`config.mk`:
```
export PLATFORM = sky130hd
export DESIGN_NAME = magic_length_fletcher_deframer
export DESIGN_NICKNAME = d
export VERILOG_FILES = /design/src/rtl/mlfd_pkg.sv /design/src/rtl/mlfd_fletcher.sv /design/src/rtl/magic_length_fletcher_deframer.sv
export SDC_FILE = /design/constraint.sdc
export NUM_CORES = 1
export LEC_CHECK = 0
export ABC_AREA = 1
export BUFFER_PORTS_ARGS = -buffer_cell sky130_fd_sc_hd__clkbuf_2
export CORE_UTILIZATION = 35
export CTS_CLUSTER_DIAMETER = 60
export DETAILED_ROUTE_END_ITERATION = 10
export PLACE_DENSITY_LB_ADDON = 0.25
export SLEW_MARGIN = 20
export SYNTH_ARGS = -nofsm -noshare
export SYNTH_HDL_FRONTEND = slang
export SYNTH_SLANG_ARGS = --single-unit
```
`constraint.sdc`:
```
create_clock -name clk -period 12.7 [get_ports clk]
set_input_delay 0.635 -clock clk [delete_from_list [all_inputs] [get_ports clk]]
set_output_delay 0.635 -clock clk [all_outputs]
set_load 0.005 [all_outputs]
```
`src/rtl/mlfd_pkg.sv`:
```
// Shared types and constants for the magic-word, length-prefixed Fletcher-16 frame receiver.
package mlfd_pkg;

	// Width of the length field that the receiver accepts.
	localparam int LENGTH_BITS = 16;

	localparam int POS_BITS = 17;
	localparam int HEADER_BYTES = 4;

	// Largest length that fits in LENGTH_BITS bits, held one bit wider than the length word.
	localparam logic [16:0] LEN_CAP = 17'((64'd1 << LENGTH_BITS) - 64'd1);

	// Fixed byte positions within a frame header.
	localparam logic [POS_BITS-1:0] POS_HUNT     = 17'd0;
	localparam logic [POS_BITS-1:0] POS_MAGIC_LO = 17'd1;
	localparam logic [POS_BITS-1:0] POS_LEN_HI   = 17'd2;
	localparam logic [POS_BITS-1:0] POS_LEN_LO   = 17'd3;
	localparam logic [POS_BITS-1:0] POS_PAYLOAD  = 17'(HEADER_BYTES);

	// Fletcher-16 sums wrap at this modulus.
	localparam logic [8:0] FL_MOD = 9'h0FF;

	typedef enum logic [1:0] {
		KIND_DATA    = 2'd0,
		KIND_GOOD    = 2'd1,
		KIND_BAD_SUM = 2'd2,
		KIND_BAD_LEN = 2'd3
	} kind_t;

	typedef enum logic [1:0] {
		CFG_ENABLE  = 2'd0,
		CFG_MAGIC   = 2'd1,
		CFG_MAX_LEN = 2'd2
	} cfg_idx_t;

	// Control from the frame sequencer to the checksum unit.
	typedef struct packed {
		logic clear;
		logic update;
	} fl_ctl_t;

endpackage

```
`src/rtl/mlfd_fletcher.sv`:
```
// Running Fletcher-16 accumulator with clear and per-byte update.
module mlfd_fletcher (
	input  logic              clk,
	input  logic              arst_n,
	input  mlfd_pkg::fl_ctl_t ctl,
	input  logic [7:0]        data,
	output logic [15:0]       check_word
);

	logic [7:0] sum_low_q;
	logic [7:0] sum_high_q;
	logic [7:0] low_next;
	logic [7:0] high_next;

	// Adds two values modulo 255; the first operand is always below 255, so one
	// conditional subtraction is enough.
	function automatic logic [7:0] add_mod(input logic [7:0] a, input logic [7:0] b);
		logic [8:0] s;
		s = {1'b0, a} + {1'b0, b};
		if (s >= mlfd_pkg::FL_MOD) begin
			s = s - mlfd_pkg::FL_MOD;
		end
		return s[7:0];
	endfunction

	assign low_next   = add_mod(sum_low_q, data);
	assign high_next  = add_mod(sum_high_q, low_next);
	assign check_word = {sum_high_q, sum_low_q};

	always_ff @(posedge clk or negedge arst_n) begin
		if (!arst_n) begin
			sum_low_q  <= '0;
			sum_high_q <= '0;
		end else if (ctl.clear) begin
			sum_low_q  <= '0;
			sum_high_q <= '0;
		end else if (ctl.update) begin
			sum_low_q  <= low_next;
			sum_high_q <= high_next;
		end
	end

endmodule

```
`src/rtl/magic_length_fletcher_deframer.sv`:
```
// Top level of the magic-word, length-prefixed frame receiver with Fletcher-16 check.
// Each result is held in the output register, loaded as the byte that causes it is taken.
// Throughput: one byte per cycle; a byte is taken whenever the output register is empty
// or its result is being taken in the same cycle.
// Reset (arst_n low, asynchronous): receiver disabled, magic word zero, length limit 256,
// hunting for the magic word, checksum sums cleared, output register empty.
module magic_length_fletcher_deframer (
	input  logic        clk,
	input  logic        arst_n,
	// byte input
	input  logic        in_valid,
	output logic        in_ready,
	input  logic [7:0]  rx_byte,
	// result output
	output logic        out_valid,
	input  logic        out_ready,
	output logic [1:0]  kind,
	output logic [7:0]  payload_byte,
	output logic [15:0] frame_length,
	output logic [15:0] frame_checksum,
	// configuration writes
	input  logic        cfg_valid,
	output logic        cfg_ready,
	input  logic [1:0]  cfg_index,
	input  logic [15:0] cfg_data
);

	localparam int PB = mlfd_pkg::POS_BITS;

	// Configuration registers.
	logic        enable_q;
	logic [15:0] magic_q;
	logic [15:0] max_len_q;

	// Frame state: position within the frame, the length word and the first checksum byte.
	logic [PB-1:0] pos_q;
	logic [15:0]   len_q;
	logic [7:0]    ck_hi_q;

	// Output register.
	logic        out_valid_q;
	logic [1:0]  kind_q;
	logic [7:0]  payload_q;
	logic [15:0] length_q;
	logic [15:0] checksum_q;

	// Next-state and result, worked out from the byte on the input.
	logic          in_fire;
	logic [PB-1:0] pos_next;
	logic [15:0]   len_next;
	logic          ck_hi_load;
	logic          res_valid;
	mlfd_pkg::kind_t res_kind;
	logic [7:0]    res_payload;
	logic [15:0]   res_length;
	logic [15:0]   res_checksum;
	logic [PB-1:0] idx;
	logic [15:0]   len_full;
	logic          len_bad;
	logic [15:0]   received;
	logic [15:0]   computed;
	mlfd_pkg::fl_ctl_t fl_ctl;

	// The output register is freed by a completed output transaction, so a new byte can
	// be taken in the same cycle that the previous result leaves.
	assign in_ready  = !out_valid_q || out_ready;
	assign in_fire   = in_valid && in_ready;
	assign cfg_ready = 1'b1;

	// Configuration writes; an index beyond the register list is ignored.
	always_ff @(posedge clk or negedge arst_n) begin
		if (!arst_n) begin
			enable_q  <= 1'b0;
			magic_q   <= '0;
			max_len_q <= 16'd256;
		end else if (cfg_valid && cfg_ready) begin
			unique case (cfg_index)
				mlfd_pkg::CFG_ENABLE:  enable_q  <= cfg_data[0];
				mlfd_pkg::CFG_MAGIC:   magic_q   <= cfg_data;
				mlfd_pkg::CFG_MAX_LEN: max_len_q <= cfg_data;
				default: ;
			endcase
		end
	end

	// Index of the current byte within the payload and checksum part of the frame.
	assign idx      = pos_q - mlfd_pkg::POS_PAYLOAD;
	// Length word as it stands once the low length byte is in.
	assign len_full = {len_q[15:8], rx_byte};
	// A length is refused when it exceeds the programmed limit or the supported width.
	assign len_bad  = ({1'b0, len_full} > {1'b0, max_len_q}) ||
		({1'b0, len_full} > mlfd_pkg::LEN_CAP);
	assign received = {ck_hi_q, rx_byte};

	// Frame sequencer. Each byte moves the position on by one, except that the magic
	// word hunt can hold or restart and a refused length or the last checksum byte returns to
	// hunting. A disabled receiver drops the byte and leaves every piece of state alone.
	always_comb begin
		pos_next     = pos_q;
		len_next     = len_q;
		ck_hi_load   = 1'b0;
		res_valid    = 1'b0;
		res_kind     = mlfd_pkg::KIND_DATA;
		res_payload  = '0;
		res_length   = '0;
		res_checksum = '0;
		fl_ctl       = '0;
		if (enable_q) begin
			if (pos_q == mlfd_pkg::POS_HUNT) begin
				if (rx_byte == magic_q[15:8]) begin
					pos_next = mlfd_pkg::POS_MAGIC_LO;
				end
			end else if (pos_q == mlfd_pkg::POS_MAGIC_LO) begin
				// A failed second byte may itself start a new marker.
				if (rx_byte == magic_q[7:0]) begin
					pos_next = mlfd_pkg::POS_LEN_HI;
				end else if (rx_byte == magic_q[15:8]) begin
					pos_next = mlfd_pkg::POS_MAGIC_LO;
				end else begin
					pos_next = mlfd_pkg::POS_HUNT;
				end
			end else if (pos_q == mlfd_pkg::POS_LEN_HI) begin
				len_next = {rx_byte, 8'h00};
				pos_next = mlfd_pkg::POS_LEN_LO;
			end else if (pos_q == mlfd_pkg::POS_LEN_LO) begin
				len_next = len_full;
				if (len_bad) begin
					pos_next   = mlfd_pkg::POS_HUNT;
					res_valid  = 1'b1;
					res_kind   = mlfd_pkg::KIND_BAD_LEN;
					res_length = len_full;
				end else begin
					pos_next     = mlfd_pkg::POS_PAYLOAD;
					fl_ctl.clear = 1'b1;
				end
			end else if (idx < {1'b0, len_q}) begin
				// Payload byte: pass it on and fold it into the checksum.
				fl_ctl.update = 1'b1;
				pos_next      = pos_q + 17'd1;
				res_valid     = 1'b1;
				res_kind      = mlfd_pkg::KIND_DATA;
				res_payload   = rx_byte;
			end else if (idx == {1'b0, len_q}) begin
				ck_hi_load = 1'b1;
				pos_next   = pos_q + 17'd1;
			end else begin
				// Last checksum byte, also taken for any position past the checksum.
				pos_next     = mlfd_pkg::POS_HUNT;
				res_valid    = 1'b1;
				res_kind     = (received == computed) ? mlfd_pkg::KIND_GOOD
					: mlfd_pkg::KIND_BAD_SUM;
				res_length   = len_q;
				res_checksum = received;
			end
		end
	end

	mlfd_fletcher u_fletcher (
		.clk        (clk),
		.arst_n     (arst_n),
		.ctl        (in_fire ? fl_ctl : '0),
		.data       (rx_byte),
		.check_word (computed)
	);

	// Frame state advances on every accepted byte.
	always_ff @(posedge clk or negedge arst_n) begin
		if (!arst_n) begin
			pos_q   <= '0;
			len_q   <= '0;
			ck_hi_q <= '0;
		end else if (in_fire) begin
			pos_q <= pos_next;
			len_q <= len_next;
			if (ck_hi_load) begin
				ck_hi_q <= rx_byte;
			end
		end
	end

	// Output register: loaded when a byte yields a result, emptied by an output
	// transaction that is not replaced in the same cycle.
	always_ff @(posedge clk or negedge arst_n) begin
		if (!arst_n) begin
			out_valid_q <= 1'b0;
		end else if (in_fire && res_valid) begin
			out_valid_q <= 1'b1;
		end else if (out_ready) begin
			out_valid_q <= 1'b0;
		end
	end

	always_ff @(posedge clk) begin
		if (in_fire && res_valid) begin
			kind_q     <= res_kind;
			payload_q  <= res_payload;
			length_q   <= res_length;
			checksum_q <= res_checksum;
		end
	end

	assign out_valid      = out_valid_q;
	assign kind           = kind_q;
	assign payload_byte   = payload_q;
	assign frame_length   = length_q;
	assign frame_checksum = checksum_q;

	// The position never runs past the last checksum byte.
	a_pos_bound: assert property (@(posedge clk) disable iff (!arst_n)
		(pos_q >= mlfd_pkg::POS_PAYLOAD) |->
		({1'b0, pos_q} <= 18'(mlfd_pkg::HEADER_BYTES) + {2'b00, len_q} + 18'd1))
		else $error("frame position beyond checksum");

	// A byte taken while disabled leaves the frame position untouched.
	a_disabled_hold: assert property (@(posedge clk) disable iff (!arst_n)
		(in_fire && !enable_q) |=> $stable(pos_q))
		else $error("frame state changed while receiver disabled");

	// A refused length always sends the receiver back to hunting.
	a_bad_len_hunt: assert property (@(posedge clk) disable iff (!arst_n)
		(in_fire && res_valid && res_kind == mlfd_pkg::KIND_BAD_LEN) |=>
		(pos_q == mlfd_pkg::POS_HUNT))
		else $error("no return to hunting after invalid length");

	// Payload results carry no frame length or checksum.
	a_data_clean: assert property (@(posedge clk) disable iff (!arst_n)
		(out_valid_q && kind_q == mlfd_pkg::KIND_DATA) |->
		(length_q == 16'd0 && checksum_q == 16'd0))
		else $error("payload result with frame fields set");

endmodule

```
### Yosys cells after proc, flatten, opt, wreduce, memory -nomap -nowiden

Cells that the tools add are included.

| word-level totals | value |
|---|---|
| bits in registers | 133 |
| output and inout port bits | 45 |

| operators by class | value |
|---|---|
| $add $sub $neg | 6 |
| magnitude comparators | 4 |
| eq/ne operators | 10 |
| muxes and demuxes | 53 |
| bitwise operators | 4 |
| reductions and logical operators | 19 |

Operator list:

| operator | count |
|---|---|
| two-way mux 17 bit | 7 |
| two-way mux 16 bit | 5 |
| two-way mux 8 bit | 7 |
| == test 17 x 2 -> 1 bit (second input constant) | 2 |
| two-way mux 1 bit | 22 |
| two-way mux 2 bit | 11 |
| adder 8 x 8 -> 9 bit | 2 |
| >= comparator 9 x 8 -> 1 bit (second input constant) | 2 |
| adder 17 x 1 -> 17 bit (second input constant) | 1 |
| == test 17 x 1 -> 1 bit (second input constant) | 1 |
| == test 17 x 16 -> 1 bit | 1 |
| logical NOT 17 bit | 1 |
| < comparator 17 x 16 -> 1 bit | 1 |
| subtractor 17 x 3 -> 17 bit (second input constant) | 1 |
| == test 16 bit | 1 |
| == test 8 bit | 2 |
| greater-than comparator 16 bit | 1 |
| subtractor 8 bit (second input constant) | 2 |
| AND reduction 5 bit | 2 |
| AND reduction 2 bit | 4 |
| OR reduction 7 bit | 1 |
| nonzero test 2 bit | 3 |
| OR reduction 6 bit | 1 |
| NOT 1 bit | 4 |
| 10 further kinds | 11 |

### Depth between registers and ports, before layout

| depth | value |
|---|---|
| depth in word-level cells | 11 |
| mapped depth | 33 |
| gate-level depth less buffers | 31 |

### By module

Synthesis repeated with hierarchy kept, for this count alone.

| unflattened totals | value |
|---|---|
| cells, all modules | 1,055 |
| area total of the unflattened synthesis | 8,649.5 um^2 |

Modules (own cells, without submodules):

| module | times used | cells an instance | area each (um^2) | sequential area each (um^2) |
|---|---|---|---|---|
| magic_length_fletcher_deframer | 1 | 765 | 6,759.0 | 3,139.3 |
| mlfd_fletcher | 1 | 290 | 1,890.6 | 400.4 |

### Least setup slack after synthesis

OpenSTA, ideal clock, no wires.

| path | value |
|---|---|
| kind | input to register |
| start point | in rx_byte[0] |
| end point | reg u_fletcher.sum_high_q[4] |
| arrival | 4.258 ns |
| setup slack | 8.325 ns |
| cell stages on the path | 28 |
| path through | ha_1 -> fa_1 -> xnor2_2 -> nor3_2 -> nand3_1 -> nor3_1 -> nand4_1 -> nand3_2 -> nand2_1 -> nand2_1 -> inv_1 -> ha_1 -> inv_1 -> fa_1 -> inv_1 -> ha_1 -> inv_1 -> nor2_1 -> nand2_1 -> nor2_1 -> nand3_1 -> nand2_1 -> nand2_1 -> nand2_1 -> buf_2 -> nand3b_1 -> nand3_1 -> nand2_1 |

| on the way | value |
|---|---|
| cells in the longest elaborated chain, start to end | 9 |
| elaborated cells between the ends (all ways) | 19 |
| those cells by class | add/sub: 4; order compare: 3; mux: 11; reduce/logical: 1 |

RTL lines:

| what | line | text |
|---|---|---|
| start: declaration | magic_length_fletcher_deframer.sv:13 | `input logic [7:0] rx_byte,` |
| branches (longest 9 deep; another with adder 8 x 8 -> 9 bit) | - |  |
| end signal: assignment | mlfd_fletcher.sv:39 | `sum_high_q <= high_next;` |
| end: declaration | mlfd_fletcher.sv:11 | `logic [7:0] sum_high_q;` |

Parallel ways; which one is timed is not known. The select of a mux whose other input is x is not followed.
A chain may end at the register's enable or synchronous reset.

### Worst setup path in the final report

| path | value |
|---|---|
| start point | reg pos_q[2] |
| end point | reg length_q[12] (netlist: frame_length[12]), enable pin |

| on the way | value |
|---|---|
| cells in the longest elaborated chain, start to end | 10 |
| elaborated cells between the ends (all ways) | 15 |
| those cells by class | add/sub: 1; order compare: 1; eq/ne: 4; mux: 7; reduce/logical: 2 |

RTL lines:

| what | line | text |
|---|---|---|
| start: declaration | magic_length_fletcher_deframer.sv:36 | `logic [PB-1:0] pos_q;` |
| start signal: assignment | magic_length_fletcher_deframer.sv:173 | `pos_q <= pos_next;` |
| branches (longest 7 deep; another with subtractor 17 x 3 -> 17 bit) | - |  |
| two-way mux 1 bit (*) | magic_length_fletcher_deframer.sv:109 | `if (pos_q == mlfd_pkg::POS_HUNT) begin` |
| two-way mux 1 bit (*) | magic_length_fletcher_deframer.sv:108 | `if (enable_q) begin` |
| logical AND 1 bit (*) | magic_length_fletcher_deframer.sv:194 | `if (in_fire && res_valid) begin` |
| end signal: assignment | magic_length_fletcher_deframer.sv:197 | `length_q <= res_length;` |
| end: declaration | magic_length_fletcher_deframer.sv:44 | `logic [15:0] length_q;` |

Every way passes the cells marked *.

==> results.md <==
- Total power: 2.51 mW
- Initial antenna violation count: 0
- RSZ-0062 raised after global routing: no
- Clk slew on worst S/H paths: 60 ps
- Worst path bufs/invs: 4
- Critical Path Most Common Cell: nand2_1
- GRT Residual Overflow: 0
- Drt pass-1 iters: 7
- CTS resizes: 0
- Max clock buf depth: 2
- Worst setup margin: 7880 ps
- Syn Nets: 1083
- Starting Density: 36.1%
- # fillers: 2293
- Yosys top cell by area: dfrtp_1
- Crit-path cells: inv_1 -> ha_1 -> nand2_1 -> nor3_2 -> nand2_1 -> nor3_1 -> xor2_1 -> ha_1 -> inv_1 -> nor3_1 -> nand2_1 -> nand2_1 -> nand2_1 -> nand2_1 -> nand2_1 -> nand2_1 -> nand2_1 -> nand3_1 -> clkinv_1 -> buf_4
- Worst EP required: 12840 ps
- Startpoint types: flop
- Post-synth EDFFs: 42
- Mapped Cells: 992
- Full die area: 24300 um^2
- Most instantiated cells after synthesis: nand2_1, inv_1, dfrtp_1
- Final hold violations: 0
- Routed length per instance: 15.2 um
- N_diodes: 0
- Post-DP HPWL: 15.7 mm
- Mean post-synth cell area: 8.34 um^2
- Setup TNS Final: 0 ps
- Final WL: 21.1 mm
- Worst vdd ir: 0.000110 V
- Post-route insts no fill: 1391
- Die Wd: 156 um
- Postcts setup bufs: 0
- Crit path DAT: 4960 ps
- IO buf count: 74
- Synth async-reset ratio: 68.4%
- Clock skew: 12.9 ps
- Fmax achieved: 0.207 GHz
- Synth Flop Type: dfrtp_1
- Core Rows: 55
- CTS buffer count: 17
- Min Tclk post-route: 4820 ps
- Seq/Total Area, Yosys: 42.8%
- Synth Cell Area: 8270 um^2
- Fin crit share: 38.0%
- Total track usage: 18.5%
- Largest delay contributor family on the critical path: simple AND/OR/NAND/NOR gates
- Routability congestion estimate: 0.870
- First-pass GRT wire length: 34.2 mm
- Final Setup Violations: 0
- Clock sink total: 133
- Slowest cell on the critical path: clkinv_1
- Critical path capture point type: flop
- Largest net degree at the start of global routing: 76
- Count leader, synth: nand2_1
- Run status: finished clean
- Vias in the first global route: 6342
- Die H: 156 um
- Core Area: 22900 um^2
- Worst slew margin: 30.0%
- I/O pin count: 76
- Placed cells: 1357
- Unique masters post-synth: 49
- Vias per inst: 4.79
- Area added between synthesis and finish: 15.0%
- Max Slew Vio Count: 0
- Worst skew pair latency: 430 ps
- Initial DRC count: 467
- Setup Crit Path Kind: flop to flop
- Max incr delay on CP: 640 ps
- Yosys warns: 0
- Hold_buf cts: 0
- Worst Tran Pin Value: 1050 ps
- Max-cap viol count: 0
- Share of the synthesized area in the top cell type: 27.2%
- Power Density: 264 nW/um^2
- Area contributors post-synth: dfrtp_1, edfxtp_1, nand2_1
- H-tree Lvls: 4
- DRC viols: 0
- Root Buffer: clkbuf_16
- Via count: 6656
- Final net count: 1156
- Pre-CTS WS: 7720 ps
- Synthesis-stage register bit count: 133
- Register area: 3540 um^2
- ANT nets after route: 0
- Layout cells sized above 1: 14.7%
- Footprint of the multi-input gates: 4040 um^2
- Final Util: 41.5%
- Leak: 4.58 nW
- Critical Path Fanout Max: 24
- CTS tree: yes
- Worst hold-check path type: input pin to async pin
layout make-up:
| type | instances | area share (%) |
|---|---|---|
| clock buffer | 22 | 5.10 |
| clock inverter | 10 | 1.03 |
| inverter | 146 | 5.76 |
| multi-input combinational | 689 | 42.5 |
| sequential | 133 | 37.2 |
| tap | 313 | 4.11 |
| timing repair buffer | 78 | 4.36 |
metal layers:
| layer | vias up | global-route usage [%] | routed length (um) |
|---|---|---|---|
| met5 | - | 0 | 0 |
| met4 | 0 | 5.42 | 306 |
| met3 | 23 | 3.72 | 693 |
| met2 | 110 | 31.0 | 10300 |
| met1 | 3130 | 24.2 | 9820 |
| li1 | 3393 | - | - |
flip-flops by register name (all words and copies together), names as in the netlist, 16 cells and up:
name / flops
frame_checksum: 16
max_len_q: 16
len_q: 16
magic_q: 16
frame_length: 16
pos_q: 17
per-stage QoR:
stage               hold WS [ps]  cell area, um^2
detailed placement           469             8900
finish                      78.3             9520
global placement             463             8900
floorplan                    339             8270
CTS                         69.4             9480
global route                83.2             9520
logic make-up (layout without fill, tap and decap cells):
| group | after synthesis | in the layout | share of synthesized area [%] |
|---|---|---|---|
| flops | 133 | 133 | 42.8 |
| fa+ha+maj | 60 | 60 | 9.25 |
| other cells | 1 | 1 | 0.0453 |
| compound gates | 134 | 134 | 9.32 |
| xor+xnor | 48 | 48 | 5.17 |
| buf+inv | 170 | 256 | 8.50 |
| simple gates | 446 | 446 | 24.9 |
where the power goes:
| group | internal, mW | switching, mW |
|---|---|---|
| Combinational | 0.473 | 0.925 |
| Sequential | 0.558 | 0.0701 |
| Clock | 0.292 | 0.193 |
cell usage in the layout (no fill, tap or decap), drive strengths merged, types with 36 or more instances in the layout:
| master | n |
|---|---|
| nand2 | 233 |
| ha | 58 |
| o21ai | 75 |
| dfrtp | 90 |
| nor2 | 80 |
| nand3 | 69 |
| inv | 144 |
| xor2 | 36 |
| edfxtp | 42 |
| clkbuf | 96 |
path summary, 6_finish.rpt:
path / start / cells past startpoint / slack (ps) / end
setup / recovery: pos_q[2]$_DFFE_PN0P_ / 20 / 7880 / frame_length[12]$_SDFFCE_PP0P_
hold / removal: arst_n / 1 / 80 / pos_q[13]$_DFFE_PN0P_
setup reg to reg: pos_q[2]$_DFFE_PN0P_ / 20 / 7880 / frame_length[12]$_SDFFCE_PP0P_
hold reg to reg: len_q[1]$_DFFE_PN0P_ / 2 / 480 / len_q[1]$_DFFE_PN0P_
max in group asynchronous: arst_n / 3 / 11520 / max_len_q[8]$_DFFE_PN1P_
min in group clk: cfg_data[8] / 3 / 460 / max_len_q[8]$_DFFE_PN1P_
No activity file was read; power rests on OpenSTA's default activity.
